<file path="src/assert_macros.svh">
// Assertion macros shared by the depth decimator RTL
`ifndef ASSERT_MACROS_SVH
`define ASSERT_MACROS_SVH

// Clocked check, held off while reset is high
`define DDD_ASSERT(lbl, prop, msg) \
  lbl: assert property (@(posedge clk) disable iff (rst) (prop)) else $error(msg);

// Clocked check that also holds through reset
`define DDD_ASSERT_ALWAYS(lbl, prop, msg) \
  lbl: assert property (@(posedge clk) (prop)) else $error(msg);

`endif

</file>
<file path="src/ddd_pkg.sv">
// Shared constants, types and helpers of the depth decimator
`timescale 1ns / 1ps
package ddd_pkg;

  localparam int MAX_WIDTH   = 1024;
  localparam int MAX_HEIGHT  = 1024;
  localparam int MAX_STEP    = 16;

  localparam int SIZE_W      = 11;
  localparam int COUNT_W     = 10;
  localparam int STEP_W      = 5;
  localparam int PHASE_W     = 4;
  localparam int DEPTH_W     = 16;
  localparam int VALUE_W     = 32;
  localparam int CFG_INDEX_W = 3;
  localparam int CFG_DATA_W  = 32;

  localparam int QUEUE_DEPTH = 4;
  localparam int QUEUE_PTR_W = 2;
  localparam int QUEUE_CNT_W = 3;

  localparam int DIV_STEPS   = 32;
  localparam int DIV_CNT_W   = 5;

  localparam int LIMIT_STEPS = 11;
  localparam int LIMIT_CNT_W = 4;

  // Register map
  typedef enum logic [CFG_INDEX_W-1:0] {
    REG_OUTPUT_MODE     = 3'd0,
    REG_SOURCE_WIDTH    = 3'd1,
    REG_SOURCE_HEIGHT   = 3'd2,
    REG_COLUMN_STEP     = 3'd3,
    REG_ROW_STEP        = 3'd4,
    REG_NO_SAMPLE_CODE  = 3'd5,
    REG_SHADOW_CODE     = 3'd6,
    REG_DISPARITY_SCALE = 3'd7
  } cfg_reg_t;

  typedef struct packed {
    logic                 output_mode;
    logic [SIZE_W-1:0]    source_width;
    logic [SIZE_W-1:0]    source_height;
    logic [STEP_W-1:0]    column_step;
    logic [STEP_W-1:0]    row_step;
    logic [DEPTH_W-1:0]   no_sample_code;
    logic [DEPTH_W-1:0]   shadow_code;
    logic [VALUE_W-1:0]   disparity_scale;
  } cfg_t;

  // One kept sample on its way to the back end
  typedef struct packed {
    logic [DEPTH_W-1:0] depth;
    logic               bad;
    logic               row_end;
    logic               frame_end;
  } item_t;

  typedef struct packed {
    logic  push;
    item_t item;
  } push_t;

  typedef struct packed {
    logic  avail;
    item_t item;
  } head_t;

  typedef enum logic [1:0] {
    BK_IDLE = 2'd0,
    BK_DIV  = 2'd1,
    BK_DONE = 2'd2
  } back_state_t;

  // Clamp a frame size into 1..hi
  function automatic logic [SIZE_W-1:0] clamp_size(input logic [SIZE_W-1:0] v,
                                                   input logic [SIZE_W-1:0] hi);
    logic [SIZE_W-1:0] r;
    r = v;
    if (v == '0) r = SIZE_W'(1);
    else if (v > hi) r = hi;
    return r;
  endfunction

  // Clamp a decimation step into 1..MAX_STEP
  function automatic logic [STEP_W-1:0] clamp_step(input logic [STEP_W-1:0] v);
    logic [STEP_W-1:0] r;
    r = v;
    if (v == '0) r = STEP_W'(1);
    else if (v > STEP_W'(MAX_STEP)) r = STEP_W'(MAX_STEP);
    return r;
  endfunction

endpackage

</file>
<file path="src/ddd_front.sv">
// Front end: raster position tracking, decimation and sample classification
`timescale 1ns / 1ps
`include "assert_macros.svh"
module ddd_front (
  input  logic                         clk,
  input  logic                         rst,
  input  ddd_pkg::cfg_t                cfg,
  input  logic                         cfg_touch,
  input  logic                         in_valid,
  output logic                         in_stall,
  input  logic [ddd_pkg::DEPTH_W-1:0]  depth_sample,
  input  logic                         frame_start,
  output ddd_pkg::push_t               push,
  input  logic                         q_full
);

  logic [ddd_pkg::SIZE_W-1:0]      w_cl, h_cl;
  logic [ddd_pkg::STEP_W-1:0]      cs_cl, rs_cl;

  // block limit setup
  logic                            busy;
  logic [ddd_pkg::LIMIT_CNT_W-1:0] lcnt, bit_sel;
  logic [ddd_pkg::PHASE_W-1:0]     col_rem, row_rem, col_rem_next, row_rem_next;
  logic [ddd_pkg::STEP_W-1:0]      col_trial, row_trial;
  logic [ddd_pkg::SIZE_W-1:0]      col_limit, row_limit;
  logic [ddd_pkg::SIZE_W-1:0]      col_last, row_last;

  // position
  logic [ddd_pkg::COUNT_W-1:0]     column_count, row_count, cc, rc;
  logic [ddd_pkg::PHASE_W-1:0]     column_phase, row_phase, cp, rp;
  logic                            accept, keep, last_col, last_row, bad;

  assign w_cl  = ddd_pkg::clamp_size(cfg.source_width, ddd_pkg::SIZE_W'(ddd_pkg::MAX_WIDTH));
  assign h_cl  = ddd_pkg::clamp_size(cfg.source_height, ddd_pkg::SIZE_W'(ddd_pkg::MAX_HEIGHT));
  assign cs_cl = ddd_pkg::clamp_step(cfg.column_step);
  assign rs_cl = ddd_pkg::clamp_step(cfg.row_step);

  // One bit of size mod step per cycle, most significant bit first
  always_comb begin
    bit_sel   = ddd_pkg::LIMIT_CNT_W'(ddd_pkg::LIMIT_STEPS - 1) - lcnt;
    col_trial = {col_rem, w_cl[bit_sel]};
    row_trial = {row_rem, h_cl[bit_sel]};
    if (col_trial >= cs_cl) col_rem_next = ddd_pkg::PHASE_W'(col_trial - cs_cl);
    else col_rem_next = col_trial[ddd_pkg::PHASE_W-1:0];
    if (row_trial >= rs_cl) row_rem_next = ddd_pkg::PHASE_W'(row_trial - rs_cl);
    else row_rem_next = row_trial[ddd_pkg::PHASE_W-1:0];
  end

  // Rerun the limit setup after reset and after every register write
  always_ff @(posedge clk) begin
    if (rst || cfg_touch) begin
      busy    <= 1'b1;
      lcnt    <= '0;
      col_rem <= '0;
      row_rem <= '0;
    end else if (busy) begin
      col_rem <= col_rem_next;
      row_rem <= row_rem_next;
      if (lcnt == ddd_pkg::LIMIT_CNT_W'(ddd_pkg::LIMIT_STEPS - 1)) begin
        busy      <= 1'b0;
        col_limit <= w_cl - ddd_pkg::SIZE_W'(col_rem_next);
        row_limit <= h_cl - ddd_pkg::SIZE_W'(row_rem_next);
      end else begin
        lcnt <= lcnt + 1'b1;
      end
    end
  end

  assign col_last = col_limit - ddd_pkg::SIZE_W'(cs_cl);
  assign row_last = row_limit - ddd_pkg::SIZE_W'(rs_cl);

  assign in_stall = busy || q_full;
  assign accept   = in_valid && !in_stall;

  // Classify the word against the current position
  always_comb begin
    cc = frame_start ? '0 : column_count;
    rc = frame_start ? '0 : row_count;
    cp = frame_start ? '0 : column_phase;
    rp = frame_start ? '0 : row_phase;
    keep = (cp == '0) && (rp == '0) &&
           ({1'b0, cc} < col_limit) && ({1'b0, rc} < row_limit);
    last_col = ({1'b0, cc} == col_last);
    last_row = ({1'b0, rc} == row_last);
    bad = (depth_sample == '0) || (depth_sample == cfg.no_sample_code) ||
          (depth_sample == cfg.shadow_code);
    push.push           = accept && keep;
    push.item.depth     = depth_sample;
    push.item.bad       = bad;
    push.item.row_end   = last_col;
    push.item.frame_end = last_col && last_row;
  end

  // Advance the raster position, wrapping at row and frame ends
  always_ff @(posedge clk) begin
    if (rst) begin
      column_count <= '0;
      row_count    <= '0;
      column_phase <= '0;
      row_phase    <= '0;
    end else if (accept) begin
      if ({1'b0, cc} >= w_cl - ddd_pkg::SIZE_W'(1)) begin
        column_count <= '0;
        column_phase <= '0;
        if ({1'b0, rc} >= h_cl - ddd_pkg::SIZE_W'(1)) begin
          row_count <= '0;
          row_phase <= '0;
        end else begin
          row_count <= rc + 1'b1;
          row_phase <= ({1'b0, rp} + 5'd1 >= rs_cl) ? '0 : rp + 1'b1;
        end
      end else begin
        column_count <= cc + 1'b1;
        column_phase <= ({1'b0, cp} + 5'd1 >= cs_cl) ? '0 : cp + 1'b1;
        row_count    <= rc;
        row_phase    <= rp;
      end
    end
  end

  `DDD_ASSERT(a_write_stalls, cfg_touch |=> in_stall, "input taken during limit setup")

endmodule

</file>
<file path="src/ddd_queue.sv">
// Short word queue between the front end and the back end
`timescale 1ns / 1ps
`include "assert_macros.svh"
module ddd_queue (
  input  logic           clk,
  input  logic           rst,
  input  ddd_pkg::push_t push,
  output logic           full,
  input  logic           pop,
  output ddd_pkg::head_t head
);

  ddd_pkg::item_t                  mem [ddd_pkg::QUEUE_DEPTH];
  logic [ddd_pkg::QUEUE_PTR_W-1:0] wr_ptr, rd_ptr;
  logic [ddd_pkg::QUEUE_CNT_W-1:0] count;

  assign full       = (count == ddd_pkg::QUEUE_CNT_W'(ddd_pkg::QUEUE_DEPTH));
  assign head.avail = (count != '0);
  assign head.item  = mem[rd_ptr];

  // Store pushed words
  always_ff @(posedge clk) begin
    if (push.push) mem[wr_ptr] <= push.item;
  end

  // Track pointers and fill level
  always_ff @(posedge clk) begin
    if (rst) begin
      wr_ptr <= '0;
      rd_ptr <= '0;
      count  <= '0;
    end else begin
      if (push.push) wr_ptr <= wr_ptr + 1'b1;
      if (pop) rd_ptr <= rd_ptr + 1'b1;
      case ({push.push, pop})
        2'b10:   count <= count + 1'b1;
        2'b01:   count <= count - 1'b1;
        default: count <= count;
      endcase
    end
  end

  `DDD_ASSERT(a_no_push_full, !(push.push && full), "push into full queue")
  `DDD_ASSERT(a_level, count <= ddd_pkg::QUEUE_CNT_W'(ddd_pkg::QUEUE_DEPTH),
              "queue level out of range")

endmodule

</file>
<file path="src/ddd_back.sv">
// Back end: disparity divider and output register
`timescale 1ns / 1ps
`include "assert_macros.svh"
module ddd_back (
  input  logic                         clk,
  input  logic                         rst,
  input  ddd_pkg::cfg_t                cfg,
  input  ddd_pkg::head_t               head,
  output logic                         pop,
  output logic                         out_valid,
  input  logic                         out_stall,
  output logic [ddd_pkg::VALUE_W-1:0]  pixel_value,
  output logic                         invalid,
  output logic                         row_end,
  output logic                         frame_end
);

  ddd_pkg::back_state_t            state, state_next;
  logic [ddd_pkg::DEPTH_W-1:0]     rem, den, rem_next;
  logic [ddd_pkg::VALUE_W-1:0]     quo, quo_next;
  logic [ddd_pkg::DEPTH_W:0]       trial;
  logic                            ge;
  logic [ddd_pkg::DIV_CNT_W-1:0]   dcnt;
  logic                            hold_row_end, hold_frame_end;
  logic                            out_free, direct;
  logic                            start, step, load_direct, load_quo;
  logic [ddd_pkg::VALUE_W-1:0]     quo_result;

  assign out_free = !out_valid || !out_stall;
  assign direct   = !cfg.output_mode || head.item.bad;

  // One quotient bit per cycle, restoring
  always_comb begin
    trial    = {rem, quo[ddd_pkg::VALUE_W-1]};
    ge       = (trial >= {1'b0, den});
    rem_next = ge ? ddd_pkg::DEPTH_W'(trial - {1'b0, den}) : trial[ddd_pkg::DEPTH_W-1:0];
    quo_next = {quo[ddd_pkg::VALUE_W-2:0], ge};
  end

  // Hold the state
  always_ff @(posedge clk) begin
    if (rst) state <= ddd_pkg::BK_IDLE;
    else state <= state_next;
  end

  // Sequence: take a word, divide if needed, hand over to the output register
  always_comb begin
    state_next  = state;
    pop         = 1'b0;
    start       = 1'b0;
    step        = 1'b0;
    load_direct = 1'b0;
    load_quo    = 1'b0;
    quo_result  = quo;
    case (state)
      ddd_pkg::BK_IDLE: begin
        if (head.avail && (!direct || out_free)) begin
          pop = 1'b1;
          if (direct) begin
            load_direct = 1'b1;
          end else begin
            start      = 1'b1;
            state_next = ddd_pkg::BK_DIV;
          end
        end
      end
      ddd_pkg::BK_DIV: begin
        step       = 1'b1;
        quo_result = quo_next;
        if (dcnt == ddd_pkg::DIV_CNT_W'(ddd_pkg::DIV_STEPS - 1)) begin
          if (out_free) begin
            load_quo   = 1'b1;
            state_next = ddd_pkg::BK_IDLE;
          end else begin
            state_next = ddd_pkg::BK_DONE;
          end
        end
      end
      ddd_pkg::BK_DONE: begin
        if (out_free) begin
          load_quo   = 1'b1;
          state_next = ddd_pkg::BK_IDLE;
        end
      end
      default: state_next = ddd_pkg::BK_IDLE;
    endcase
  end

  // Divider datapath
  always_ff @(posedge clk) begin
    if (start) begin
      rem            <= '0;
      den            <= head.item.depth;
      quo            <= cfg.disparity_scale;
      dcnt           <= '0;
      hold_row_end   <= head.item.row_end;
      hold_frame_end <= head.item.frame_end;
    end else if (step) begin
      rem  <= rem_next;
      quo  <= quo_next;
      dcnt <= dcnt + 1'b1;
    end
  end

  // Output register
  always_ff @(posedge clk) begin
    if (rst) begin
      out_valid <= 1'b0;
    end else if (load_direct || load_quo) begin
      out_valid <= 1'b1;
    end else if (!out_stall) begin
      out_valid <= 1'b0;
    end
  end

  always_ff @(posedge clk) begin
    if (load_direct) begin
      pixel_value <= head.item.bad ? '0 : ddd_pkg::VALUE_W'(head.item.depth);
      invalid     <= head.item.bad;
      row_end     <= head.item.row_end;
      frame_end   <= head.item.frame_end;
    end else if (load_quo) begin
      pixel_value <= quo_result;
      invalid     <= 1'b0;
      row_end     <= hold_row_end;
      frame_end   <= hold_frame_end;
    end
  end

  `DDD_ASSERT(a_no_overwrite, !((load_direct || load_quo) && out_valid && out_stall),
              "output word overwritten while stalled")
  `DDD_ASSERT(a_pop_avail, pop |-> (head.avail && state == ddd_pkg::BK_IDLE),
              "pop from empty queue or while busy")

endmodule

</file>
<file path="src/depth_decimate_disparity.sv">
// Depth words and invalid samples go from the queue straight into the output register.
// Disparity words are taken from the queue, then pass through a 32-step restoring divider.
// One word per cycle in depth mode while no stall holds it; the divider takes a new disparity
// word only when idle. A 4-word queue lets the input keep flowing while the divider works.
// Reset (rst, synchronous): registers take their defaults, counters clear; then, and again
// after every register write, the block-limit setup holds in_stall high until it is done.
`timescale 1ns / 1ps
module depth_decimate_disparity (
  input  logic                             clk,
  input  logic                             rst,
  input  logic                             cfg_wr_en,
  input  logic [ddd_pkg::CFG_INDEX_W-1:0]  cfg_index,
  input  logic [ddd_pkg::CFG_DATA_W-1:0]   cfg_data,
  input  logic                             in_valid,
  output logic                             in_stall,
  input  logic [ddd_pkg::DEPTH_W-1:0]      depth_sample,
  input  logic                             frame_start,
  output logic                             out_valid,
  input  logic                             out_stall,
  output logic [ddd_pkg::VALUE_W-1:0]      pixel_value,
  output logic                             invalid,
  output logic                             row_end,
  output logic                             frame_end
);

  ddd_pkg::cfg_t  cfg;
  ddd_pkg::push_t push;
  ddd_pkg::head_t head;
  logic           q_full, pop;

  // Configuration registers
  always_ff @(posedge clk) begin
    if (rst) begin
      cfg.output_mode     <= 1'b0;
      cfg.source_width    <= ddd_pkg::SIZE_W'(640);
      cfg.source_height   <= ddd_pkg::SIZE_W'(480);
      cfg.column_step     <= ddd_pkg::STEP_W'(1);
      cfg.row_step        <= ddd_pkg::STEP_W'(1);
      cfg.no_sample_code  <= '0;
      cfg.shadow_code     <= '0;
      cfg.disparity_scale <= '0;
    end else if (cfg_wr_en) begin
      case (ddd_pkg::cfg_reg_t'(cfg_index))
        ddd_pkg::REG_OUTPUT_MODE:     cfg.output_mode     <= cfg_data[0];
        ddd_pkg::REG_SOURCE_WIDTH:    cfg.source_width    <= cfg_data[ddd_pkg::SIZE_W-1:0];
        ddd_pkg::REG_SOURCE_HEIGHT:   cfg.source_height   <= cfg_data[ddd_pkg::SIZE_W-1:0];
        ddd_pkg::REG_COLUMN_STEP:     cfg.column_step     <= cfg_data[ddd_pkg::STEP_W-1:0];
        ddd_pkg::REG_ROW_STEP:        cfg.row_step        <= cfg_data[ddd_pkg::STEP_W-1:0];
        ddd_pkg::REG_NO_SAMPLE_CODE:  cfg.no_sample_code  <= cfg_data[ddd_pkg::DEPTH_W-1:0];
        ddd_pkg::REG_SHADOW_CODE:     cfg.shadow_code     <= cfg_data[ddd_pkg::DEPTH_W-1:0];
        ddd_pkg::REG_DISPARITY_SCALE: cfg.disparity_scale <= cfg_data[ddd_pkg::VALUE_W-1:0];
        default:                      cfg.output_mode     <= cfg.output_mode;
      endcase
    end
  end

  ddd_front u_front (
    .clk          (clk),
    .rst          (rst),
    .cfg          (cfg),
    .cfg_touch    (cfg_wr_en),
    .in_valid     (in_valid),
    .in_stall     (in_stall),
    .depth_sample (depth_sample),
    .frame_start  (frame_start),
    .push         (push),
    .q_full       (q_full)
  );

  ddd_queue u_queue (
    .clk  (clk),
    .rst  (rst),
    .push (push),
    .full (q_full),
    .pop  (pop),
    .head (head)
  );

  ddd_back u_back (
    .clk         (clk),
    .rst         (rst),
    .cfg         (cfg),
    .head        (head),
    .pop         (pop),
    .out_valid   (out_valid),
    .out_stall   (out_stall),
    .pixel_value (pixel_value),
    .invalid     (invalid),
    .row_end     (row_end),
    .frame_end   (frame_end)
  );

endmodule
</file>
<file path="config.mk">
export PLATFORM = sky130hd
export DESIGN_NAME = depth_decimate_disparity
export DESIGN_NICKNAME = d
export VERILOG_FILES = /design/src/ddd_pkg.sv /design/src/ddd_front.sv /design/src/ddd_queue.sv /design/src/ddd_back.sv /design/src/depth_decimate_disparity.sv
export VERILOG_INCLUDE_DIRS = /design/src /design/src/src
export SDC_FILE = /design/constraint.sdc
export NUM_CORES = 1
export LEC_CHECK = 0
export BUFFER_PORTS_ARGS = -buffer_cell sky130_fd_sc_hd__buf_2
export CORE_AREA = 2 2 189 191
export CTS_BUF_LIST = sky130_fd_sc_hd__clkbuf_16
export CTS_CLUSTER_DIAMETER = 200
export CTS_CLUSTER_SIZE = 14
export DETAILED_ROUTE_END_ITERATION = 7
export DIE_AREA = 0 0 191 193
export GPL_TIMING_DRIVEN = 0
export PLACE_DENSITY = 0.77
export RECOVER_POWER = 50
export SLEW_MARGIN = 20
export SYNTH_ARGS = -nofsm -noshare
export SYNTH_HDL_FRONTEND = slang
export SYNTH_SLANG_ARGS = --single-unit
</file>
<file path="constraint.sdc">
create_clock -name clk -period 4.8 [get_ports clk]
set_input_delay 0 -clock clk [delete_from_list [all_inputs] [get_ports clk]]
set_output_delay 0 -clock clk [all_outputs]
set_load 0.005 [all_outputs]
</file>
==> insert_results.sql, run 1 <==
INSERT INTO impl_metrics (metric_group, metric, value, unit) VALUES
('synthesis', 'post_synth_xor_area_fraction', '5.158', '%'),
('setup_path', 'crit_path_max_fo', '8', ''),
('pwr', 'total_switching_power', '3.074', 'mW'),
('placed_design', 'hpwlAfterDp', '35720', 'µm'),
('timing', 'finalWorstSetupSlack', '163.5', 'ps'),
('pwr', 'power.switching_fraction', '33.50', '%'),
('detailed_routing', 'drt_iter0_markers', '1423', ''),
('grt', 'grt_remaining_overflow', '0', ''),
('timing', 'layout_min_cycle_time', '4636', 'ps'),
('cells_and_area', 'drive_above_1_share', '7.866', '%'),
('pwr', 'totalPowerFinal', '9.176', 'mW'),
('run_status', 'failed_checks', 'max-capacitance violations, max-slew violations', ''),
('die', 'core', '0.03496', 'mm²'),
('detailed_routing', 'drc_violations_left', '0', ''),
('synthesis', 'post_synth_top_area_share', '28.90', '%'),
('placed_design', 'place_congestion', '0.8810', ''),
('timing', 'setup_viol', '0', ''),
('synthesis', 'synth_area', '0.01902', 'mm²'),
('setup_path', 'critical_path_class', 'flop to flop', ''),
('clock_tree', 'numCtsBuffers', '29', ''),
('clock_tree', 'ctsRootBufferMaster', 'clkbuf_16', ''),
('clock_tree', 'clk_latency', '600', 'ps'),
('synthesis', 'yosys.area_share.adder', '8.362', '%'),
('run_status', 'status', 'complete, but fails checks', ''),
('detailed_routing', 'routed-wl-met2', '23170', 'µm'),
('grt', 'first_pass_grt_wire_length', '78010', 'µm'),
('min_path', 'hold_path_class', 'input pin to flop', ''),
('detailed_routing', 'top_layer_used', 'met4', ''),
('synthesis', 'asyncSetResetFlopFracSynth', '0', '%'),
('synthesis', 'simple_gate_fraction_of_synth_area', '17.77', '%'),
('detailed_routing', 'ant_nets', '0', ''),
('run', 'max_cap_violations', '1', ''),
('synthesis', 'synth_fp_nets', '2139', ''),
('pwr', 'power.share.combinational', '33.2', '%'),
('placed_design', 'io_buffers', '88', ''),
('setup_path', 'critPathMaxStageDelay', '500', 'ps'),
('synthesis', 'postSynthCellCount', '1963', ''),
('clock_tree', 'h_tree_depth', '1', ''),
('die', 'die_y', '193', 'µm'),
('clock_tree', 'cts_tree', 'yes', ''),
('synthesis', 'synth-seq-area-share', '46.90', '%'),
('pwr', 'sequentialPowerShare', '42.7', '%'),
('placed_design', 'pre_cts_ws', '-674.8', 'ps'),
('timing', 'layout_worst_path_cycle_share', '96.59', '%'),
('detailed_routing', 'wl_met1', '21400', 'µm'),
('clock_tree', 'clk_pin_slew', '90', 'ps'),
('clock_tree', 'cts_buffer_depth', '3', ''),
('setup_path', 'cp-end-kind', 'flop', ''),
('pwr', 'maximum_vdd_ir_drop', '0.3474', 'mV'),
('synthesis', 'yosys_warnings', '0', ''),
('pwr', 'power_report.internal_total', '6.102', 'mW'),
('timing', 'max_slew_margin', '-69.76', '%'),
('timing', 'rsz0062_at_grt', 'no', ''),
('synthesis', 'yosys.area.top_type', 'edfxtp_1', ''),
('timing', 'setup_tns', '0', 'ps'),
('grt', 'grt_start_max_net_pins', '33', ''),
('detailed_routing', 'dr_total_vias', '15490', ''),
('cells_and_area', 'area.growth.synth_to_final', '13.76', '%'),
('synthesis', 'synth_compound_area_share', '11.79', '%'),
('setup_path', 'crit_path_top_delay_cell', 'mux4_2', ''),
('detailed_routing', 'route.detailed.vias_per_inst', '5.876', ''),
('clock_tree', 'cts_num_sinks', '354', ''),
('timing', 'fin_skew', '27.83', 'ps'),
('pwr', 'power.static_leakage', '8.371', 'nW'),
('timing', 'maxClockFrequency', '215.7', 'MHz'),
('die', 'rows', '69', ''),
('timing', 'report.final.slew_viol_count', '18', ''),
('setup_path', 'arrival', '4970', 'ps'),
('pwr', 'power.share.clock', '24.2', '%'),
('grt', 'grt_pass1_vias', '14825', ''),
('timing', 'timing.final.hold_violations', '0', '');
[state kept, by name (all words and copies together) (netlist names), 2 cells and up, named ones only]
signal	count
u_queue.count	3
u_back.pixel_value	32
u_back.den	16
u_front.col_limit	11
u_queue.wr_ptr	2
u_front.row_count	10
u_front.col_rem	4
u_back.rem	16
u_back.dcnt	5
u_back.state	2
u_front.lcnt	4
u_front.column_count	10
u_front.row_limit	11
u_front.row_rem	4
cfg	97
u_queue.mem	76
u_front.row_phase	4
u_front.column_phase	4
u_back.quo	32
u_queue.rd_ptr	2
[cell usage after synthesis (6+ instances only)]
cell type and n:
nand2_1 343, edfxtp_1 183, dfxtp_1 171, a21oi_1 152, nor2_1 141, ha_1 111
inv_1 89, o21ai_0 87, clkbuf_1 74, mux2i_1 67, xor2_1 57, xnor2_1 55
nor2b_1 36, nor3_1 31, nand3_1 30, nand3b_1 29, nand2b_1 26, mux4_2 22
nor4_1 20, a21o_1 17, a211oi_1 15, and3_1 15, nand4_1 14, a31oi_1 13
o21a_1 13, and2_1 11, a22oi_1 8, buf_2 8, fa_1 8, o211ai_1 7
or3_1 7, nor3b_1 6, o22ai_1 6, o31ai_1 6
[critical path: cells and delay by family (launching register included)]
family / cells / cell delay, ps
AOI/OAI and AO/OA: 6 / 1160
muxes: 3 / 1110
adders and majority gates: 4 / 1100
DFF: 1 / 390
and+or+nand+nor: 3 / 340
buffers and inverters: 2 / 250
[layer usage]
metal | vias up | track usage, %
li1 | 7331 | -
met1 | 7463 | 36.64
met2 | 596 | 44.27
met3 | 100 | 3.638
met4 | 0 | 8.587
met5 | - | 0
[layout make-up]
type                            instances  area, µm²
Fill cell                            2854      13330
Clock buffer                           29      725.7
Buffer                                 83      344.1
Inverter                               90      341.6
Timing Repair Buffer                  166       1087
Tap cell                              461      576.8
Sequential cell                       354       8920
Multi-Input combinational cell       1430       9529
Clock inverter                         22      106.4
Antenna cell                            1      2.502
[metrics by stage]
step	utilization, %	instance area, µm²
after floorplan	-	19020
after detailed placement	57.50	20110
after global placement	57.31	20040
after CTS	61.79	21610
after global routing	61.86	21630
final	61.87	21630
[final timing paths]
path              depth (start not counted)                           endpoint                    startpoint  slack [ps]
setup reg to reg                         18     u_front.row_limit[5]$_DFFE_PP_  u_front.lcnt[0]$_SDFFE_PP0P_         160
hold reg to reg                           2               cfg[27]$_SDFFE_PP0P_          cfg[27]$_SDFFE_PP0P_         450
setup / recovery                         18     u_front.row_limit[5]$_DFFE_PP_  u_front.lcnt[0]$_SDFFE_PP0P_         160
hold / removal                            4  u_front.row_count[3]$_SDFFE_PP0P_                      in_valid          40
[kinds of logic after synthesis]
kind of cell,after synthesis
AND/OR/NAND/NOR,731
adder cells (fa/ha/maj),123
multiplexers,93
XOR/XNOR,112
flip-flops,354
buffers and inverters,179
AO/OA/AOI/OAI,371
[what timing repair did]
action / CTS / global route
endpoints found under the hold margin: 168 / 0
endpoints found under the setup margin: 14 / 90
hold buffers: 53 / 0
gates resized for setup: 17 / 20
setup buffers: 11 / 10
pin swaps: 6 / 15
[power by group through the flow]
| stage | logic [mW] | clock network, mW | registers (mW) |
|---|---|---|---|
| 6_report | 3.04 | 2.22 | 3.92 |
| 5_1_grt | 3.35 | 2.35 | 3.95 |
| 4_1_cts | 3.00 | 2.23 | 3.89 |
| 3_5_place_dp | 2.82 | 0 | 3.95 |
| 3_3_place_gp | 2.68 | 0 | 3.98 |
| 2_1_floorplan | 1.95 | 0 | 3.96 |
(Power assumes the default switching activity.)
==> run 2, diff against run 1 <==
--- a/config.mk
+++ b/config.mk
@@ -14,7 +14,7 @@
 export DETAILED_ROUTE_END_ITERATION = 7
 export DIE_AREA = 0 0 191 193
 export GPL_TIMING_DRIVEN = 0
-export PLACE_DENSITY = 0.77
+export PLACE_DENSITY = 0.74
 export RECOVER_POWER = 50
 export SLEW_MARGIN = 20
 export SYNTH_ARGS = -nofsm -noshare
==> constraint.sdc (replaced) <==
create_clock -name clk -period 5.5 [get_ports clk]
set_input_delay 0 -clock clk [delete_from_list [all_inputs] [get_ports clk]]
set_output_delay 0 -clock clk [all_outputs]
set_load 0.005 [all_outputs]
==> insert_results.sql, run 2 (same netlist as run 1, synthesis figures left out) <==
INSERT INTO impl_metrics (metric_group, metric, value, unit) VALUES
('detailed_routing', 'dr_total_vias', '15410', ''),
('detailed_routing', 'route.detailed.vias_per_inst', '5.870', ''),
('setup_path', 'cp_delay_by_family_top', 'adder cells', ''),
('timing', 'setup_tns', '0', 'ps'),
('die', 'die_y', '193', 'µm'),
('die', 'core', '0.03496', 'mm²'),
('grt', 'grt_remaining_overflow', '0', ''),
('placed_design', 'hpwlAfterDp', '36680', 'µm'),
('clock_tree', 'ctsRootBufferMaster', 'clkbuf_16', ''),
('grt', 'gr-usage-all-layers', '27.11', '%'),
('die', 'starting_density', '54.39', '%'),
('setup_path', 'cp-end-kind', 'flop', ''),
('detailed_routing', 'wl_per_cell', '19.12', 'µm'),
('setup_path', 'list_of_cells_traversed_by_the_critical_path', 'clkbuf_4 > inv_1 > ha_4 > mux4_2 > mux2i_1 > o31a_1 > ha_1 > nor2b_1 > o21ai_0 > o21a_1 > nor2_4 > mux2i_2 > ha_1 > inv_1 > fa_1 > maj3_1 > a21o_1 > o311ai_0 > o21ai_0', ''),
('setup_path', 'regToRegStartpoint', 'u_front.lcnt[0]$_SDFFE_PP0P_', ''),
('clock_tree', 'post_cts.repair.setup_buffers', '0', ''),
('placed_design', 'pre_cts_ws', '-598.7', 'ps'),
('setup_path', 'crit_path_top_delay_cell', 'mux4_2', ''),
('placed_design', 'place_congestion', '0.9064', ''),
('timing', 'rsz0062_at_grt', 'yes', ''),
('detailed_routing', 'ant_nets', '0', ''),
('die', 'die-area', '0.03686', 'mm²'),
('pwr', 'power.static_leakage', '8.317', 'nW'),
('cells_and_area', 'drive_above_1_share', '6.472', '%'),
('cells_and_area', 'most-common-layout-cells', 'nand2_1, edfxtp_1, dfxtp_1', ''),
('placed_design', 'place_inst', '2518', ''),
('setup_path', 'arrival', '5650', 'ps'),
('clock_tree', 'clk_pin_slew', '70', 'ps'),
('min_path', 'worst_hold_startpoint', 'in_valid', ''),
('timing', 'max_slew_margin', '28.88', '%'),
('detailed_routing', 'drt_iter0_markers', '1294', ''),
('clock_tree', 'cts_buffer_depth', '3', ''),
('timing', 'layout_min_cycle_time', '5342', 'ps'),
('clock_tree', 'numCtsBuffers', '29', ''),
('timing', 'finalWorstSetupSlack', '158.2', 'ps'),
('clock_tree', 'clk_latency', '590', 'ps'),
('setup_path', 'worst_setup_start_kind', 'flop', ''),
('run_status', 'status', 'completed', ''),
('cells_and_area', 'max_reg_flops', '97', ''),
('cells_and_area', 'area.growth.synth_to_final', '12.84', '%'),
('cells_and_area', 'largest_registers', 'cfg: 97 flops, u_queue.mem: 76 flops', ''),
('placed_design', 'io_buffers', '88', ''),
('pwr', 'power.density_cell_area', '365.0', 'mW/mm²'),
('grt', 'use_met1', '37.53', '%'),
('die', 'die_w', '191', 'µm'),
('setup_path', 'crit_path_max_fo', '10', ''),
('setup_path', 'crit_required', '5810', 'ps'),
('clock_tree', 'cts_num_sinks', '354', ''),
('timing', 'fin_skew', '19.00', 'ps'),
('cells_and_area', 'post_layout_inst_area', '0.02146', 'mm²'),
('timing', 'layout_worst_path_cycle_share', '97.12', '%'),
('detailed_routing', 'drt_pre_antenna_iters', '5', ''),
('grt', 'globalRouteMet3Util', '4.018', '%'),
('detailed_routing', 'wirelength', '50190', 'µm'),
('setup_path', 'critPathMaxStageDelay', '520', 'ps'),
('die', 'rows', '69', ''),
('placed_design', 'placed_area', '0.02011', 'mm²'),
('setup_path', 'critical_path_class', 'flop to flop', ''),
('cells_and_area', 'final_net_count', '2316', ''),
('die', 'io_pins', '94', ''),
('setup_path', 'critical_path.startpoint', 'u_front.lcnt[0]$_SDFFE_PP0P_', ''),
('timing', 'worst_slew_pin_slew', '1059', 'ps'),
('cells_and_area', 'layout.cells.most_common', 'nand2_1', ''),
('cells_and_area', 'stdcell_count', '2625', ''),
('timing', 'report.final.slew_viol_count', '0', ''),
('detailed_routing', 'drc_violations_left', '0', ''),
('setup_path', 'critical_path.n_buffers_inverters', '3', ''),
('grt', 'grt_antenna_before_repair', '0', ''),
('min_path', 'hold_path_class', 'input pin to flop', ''),
('grt', 'grt_pass1_vias', '15000', ''),
('grt', 'grt_start_max_net_pins', '33', ''),
('grt', 'first_pass_grt_wire_length', '78920', 'µm'),
('run', 'max_cap_violations', '0', ''),
('timing', 'setup_viol', '0', ''),
('timing', 'maxClockFrequency', '187.2', 'MHz'),
('cells_and_area', 'postLayoutCoreUtil', '61.37', '%'),
('grt', 'grt_busiest_layer', 'met2', ''),
('pwr', 'maximum_vdd_ir_drop', '0.2675', 'mV'),
('clock_tree', 'cts_tree', 'yes', ''),
('grt', 'globalRouteMet2Util', '45.44', '%'),
('timing', 'timing.final.hold_violations', '0', ''),
('cells_and_area', 'registers.top_by_ff_count', 'cfg', ''),
('clock_tree', 'h_tree_depth', '1', '');
==> run 2: per-stage QoR <==
step	hold WS (ps)	total power, mW
after floorplan	98.87	5.157
after global placement	242.4	5.803
after detailed placement	248.0	5.916
after CTS	65.81	7.837
after global routing	55.37	8.248
final	65.41	7.833
==> run 2: worst register-to-register path, cell delays in order (launching register included) <==
cell	delay [ps]
dfxtp_1	370
clkbuf_4	250
inv_1	190
ha_4	400
mux4_2	520
mux2i_1	150
o31a_1	210
ha_1	280
nor2b_1	120
o21ai_0	130
o21a_1	250
nor2_4	160
mux2i_2	280
ha_1	200
inv_1	70
fa_1	420
maj3_1	360
a21o_1	250
o311ai_0	280
o21ai_0	170
==> run 2: worst paths after layout <==
| path | slack (ps) | cells after the start | endpoint |
|---|---|---|---|
| setup / recovery | 160 | 19 | u_front.row_limit[6]$_DFFE_PP_ |
| hold / removal | 70 | 4 | u_front.row_count[4]$_SDFFE_PP0P_ |
| setup reg to reg | 160 | 19 | u_front.row_limit[6]$_DFFE_PP_ |
| hold reg to reg | 460 | 2 | u_front.row_count[9]$_SDFFE_PP0P_ |
==> run 2: per-layer routing <==
metal  vias to the layer above  share of wire (%)
li1                       7299                  -
met1                      7423                 43
met2                       619                 47
met3                        69                8.5
met4                         0                1.7
met5                         -                  0
==> run 2: cell type report <==
type / count / area (µm²)
sequential: 354 / 8919
inverter: 90 / 337.8
antenna: 1 / 2.502
timing repair buffer: 147 / 972.2
tap: 461 / 576.8
multi-input combinational: 1430 / 9452
clock buffer: 29 / 725.7
fill: 2867 / 13510
buffer: 88 / 356.6
clock inverter: 25 / 117.6
==> run 2: timing repair <==
action / CTS / global route
gates resized for setup: 3 / 6
hold endpoints to repair: 168 / 0
hold buffers: 53 / 0
endpoints found under the setup margin: 14 / 6
pin swaps: 0 / 1
==> run 2: power by group <==
| group | switching [mW] | internal, mW | leakage (nW) | total [mW] |
|---|---|---|---|---|
| sequential | 0.156 | 3.24 | 3.06 | 3.40 |
| clock | 0.971 | 0.959 | 0.496 | 1.93 |
| combinational | 1.48 | 1.02 | 4.76 | 2.50 |
| total | 2.61 | 5.22 | 8.32 | 7.83 |
==> run 3, diff against run 2 <==
==> constraint.sdc (replaced) <==
create_clock -name clk -period 5.5 [get_ports clk]
set_input_delay 0.55 -clock clk [delete_from_list [all_inputs] [get_ports clk]]
set_output_delay 0.55 -clock clk [all_outputs]
set_load 0.005 [all_outputs]
==> insert_results.sql, run 3 (same netlist as run 1, synthesis figures left out) <==
INSERT INTO impl_metrics (metric_group, metric, value, unit) VALUES
('run_status', 'status', 'completed', ''),
('timing', 'fin_skew', '19.48', 'ps'),
('timing', 'layout_worst_path_cycle_share', '96.68', '%'),
('clock_tree', 'cts.hold.buffers_added', '0', ''),
('timing', 'layout_min_cycle_time', '5318', 'ps'),
('cells_and_area', 'area.growth.synth_to_final', '10.15', '%'),
('detailed_routing', 'route.detailed.vias_per_inst', '5.887', ''),
('clock_tree', 'cts_tree', 'yes', ''),
('pwr', 'sequentialPowerShare', '43.5', '%'),
('clock_tree', 'ctsRootBufferMaster', 'clkbuf_16', ''),
('detailed_routing', 'ant_nets', '0', ''),
('die', 'die_y', '193', 'µm'),
('clock_tree', 'clk_pin_slew', '70', 'ps'),
('setup_path', 'cp-end-kind', 'flop', ''),
('detailed_routing', 'wl_per_cell', '19.11', 'µm'),
('clock_tree', 'cts_num_sinks', '354', ''),
('pwr', 'totalPowerFinal', '7.809', 'mW'),
('cells_and_area', 'post_layout_inst_area', '0.02095', 'mm²'),
('min_path', 'hold_path_class', 'input pin to flop', ''),
('setup_path', 'worst_setup_start_kind', 'flop', ''),
('die', 'rows', '69', ''),
('cells_and_area', 'registers.top_by_ff_count', 'cfg', ''),
('setup_path', 'ff2ff_path_depth', '19', ''),
('die', 'starting_density', '54.39', '%'),
('placed_design', 'io_buffers', '88', ''),
('placed_design', 'place_congestion', '0.9064', ''),
('setup_path', 'arrival', '5630', 'ps'),
('clock_tree', 'numCtsBuffers', '29', ''),
('detailed_routing', 'drt_pre_antenna_iters', '6', ''),
('run', 'max_cap_violations', '0', ''),
('clock_tree', 'clk_latency', '590', 'ps'),
('cells_and_area', 'fill_cells', '2939', ''),
('die', 'die-area', '0.03686', 'mm²'),
('grt', 'gr-usage-all-layers', '26.57', '%'),
('placed_design', 'placed_area', '0.02011', 'mm²'),
('grt', 'grt_antenna_before_repair', '0', ''),
('detailed_routing', 'wirelength', '49150', 'µm'),
('cells_and_area', 'most-common-layout-cells', 'nand2_1, edfxtp_1, dfxtp_1', ''),
('timing', 'rsz0062_at_grt', 'yes', ''),
('setup_path', 'critical_path_class', 'flop to flop', ''),
('setup_path', 'crit_path_max_fo', '10', ''),
('pwr', 'power.share.clock', '24.7', '%'),
('cells_and_area', 'stdcell_count', '2572', ''),
('cells_and_area', 'final_net_count', '2263', ''),
('placed_design', 'hpwlAfterDp', '36680', 'µm'),
('cells_and_area', 'max_reg_flops', '97', ''),
('pwr', 'power_report.internal_total', '5.209', 'mW'),
('timing', 'timing.final.hold_violations', '0', ''),
('cells_and_area', 'largest_registers', 'cfg: 97 flops, u_queue.mem: 76 flops', ''),
('pwr', 'power.switching_fraction', '33.30', '%'),
('timing', 'report.final.slew_viol_count', '0', ''),
('grt', 'grt_pass1_vias', '14679', ''),
('cells_and_area', 'drive_above_1_share', '7.346', '%'),
('die', 'core', '0.03496', 'mm²'),
('timing', 'maxClockFrequency', '188.1', 'MHz'),
('clock_tree', 'h_tree_depth', '1', ''),
('die', 'die_w', '191', 'µm'),
('grt', 'grt_start_max_net_pins', '33', ''),
('pwr', 'power.static_leakage', '8.138', 'nW'),
('min_path', 'holdPathStages', '3', ''),
('pwr', 'total_switching_power', '2.600', 'mW'),
('grt', 'grt_remaining_overflow', '0', ''),
('timing', 'setup_viol', '0', ''),
('placed_design', 'place_inst', '2518', ''),
('clock_tree', 'cts_buffer_depth', '3', ''),
('die', 'io_pins', '94', ''),
('timing', 'setup_tns', '0', 'ps'),
('timing', 'worst_slew_pin_slew', '1068', 'ps'),
('detailed_routing', 'drc_violations_left', '0', ''),
('pwr', 'power.density_cell_area', '372.8', 'mW/mm²'),
('detailed_routing', 'dr_total_vias', '15142', ''),
('pwr', 'power.share.combinational', '31.8', '%'),
('pwr', 'maximum_vdd_ir_drop', '0.2694', 'mV'),
('grt', 'first_pass_grt_wire_length', '77490', 'µm'),
('setup_path', 'crit_required', '5810', 'ps'),
('detailed_routing', 'drt_iter0_markers', '1308', ''),
('timing', 'max_slew_margin', '28.80', '%'),
('cells_and_area', 'layout.cells.most_common', 'nand2_1', '');
[run 3: changes by cell type in the layout (fill, tap and decap cells not counted)]
cell,previous run,this run
buf_2,56,70
buf_1,3,4
dlygate4sd3_1,53,0
clkbuf_1,116,101
and2_2,0,1
and2_1,11,10
[run 3: layout make-up]
class | count | area, µm² | share of cell area [%]
antenna | 1 | 2.502 | 0.01195
buffer | 88 | 356.6 | 1.702
clock buffer | 29 | 725.7 | 3.464
clock inverter | 25 | 117.6 | 0.5615
inverter | 90 | 337.8 | 1.613
multi-input combinational | 1430 | 9453 | 45.13
sequential | 354 | 8919 | 42.58
tap | 461 | 576.8 | 2.754
timing repair buffer | 94 | 459.2 | 2.192
[run 3: path summary, 6_finish.rpt]
kind / start / end / slack [ps]
hold reg to reg: u_front.row_count[9]$_SDFFE_PP0P_ / u_front.row_count[9]$_SDFFE_PP0P_ / 460
setup / recovery: u_front.lcnt[0]$_SDFFE_PP0P_ / u_front.row_limit[6]$_DFFE_PP_ / 180
hold / removal: cfg_data[21] / cfg[21]$_SDFFE_PP0P_ / 210
setup reg to reg: u_front.lcnt[0]$_SDFFE_PP0P_ / u_front.row_limit[6]$_DFFE_PP_ / 180
[run 3: through the flow]
stage | hold slack [ps] | util, % | setup WS [ps]
after global routing | 213.6 | 59.90 | -101.6
after global placement | 434.3 | 57.30 | -380.3
after detailed placement | 449.3 | 57.51 | -598.7
after floorplan | 417.3 | - | 371.2
final | 205.7 | 59.91 | 182.4
after CTS | 196.3 | 59.93 | 4.111
[run 3: per-layer routing]
layer	part of all wire, %	GRT usage (%)	wire (µm)	up-vias
met5	0	0	0	-
met3	8.2	3.240	4048	62
met2	47	44.22	22860	594
met1	44	37.70	21480	7300
met4	1.5	5.098	761	0
li1	-	-	-	7186
[run 3: power groups by stage]
stage | sequential [mW] | clock [mW] | combinational [mW]
finish | 3.40 | 1.93 | 2.48
global route | 3.43 | 2.03 | 2.76
CTS | 3.39 | 1.94 | 2.48
detailed placement | 3.45 | 0 | 2.46
global placement | 3.47 | 0 | 2.33
floorplan | 3.46 | 0 | 1.70
[run 3: timing repair]
item	CTS	global route
pin swaps	0	1
gates cloned	0	0
buffers inserted	0	0
gates resized for setup	3	6
endpoints found under the setup margin	14	6
[run 3: worst max-delay path, cell delays in order (launching register included)]
cell and delay, ps:
dfxtp_1 370, clkbuf_4 240, inv_1 180, ha_4 400
mux4_2 510, mux2i_1 150, o31a_1 210, ha_1 280
nor2b_1 110, o21ai_0 140, o21a_1 250, nor2_4 160
mux2i_2 290, ha_1 200, inv_1 70, fa_1 420
maj3_1 360, a21o_1 250, o311ai_0 280, o21ai_0 170
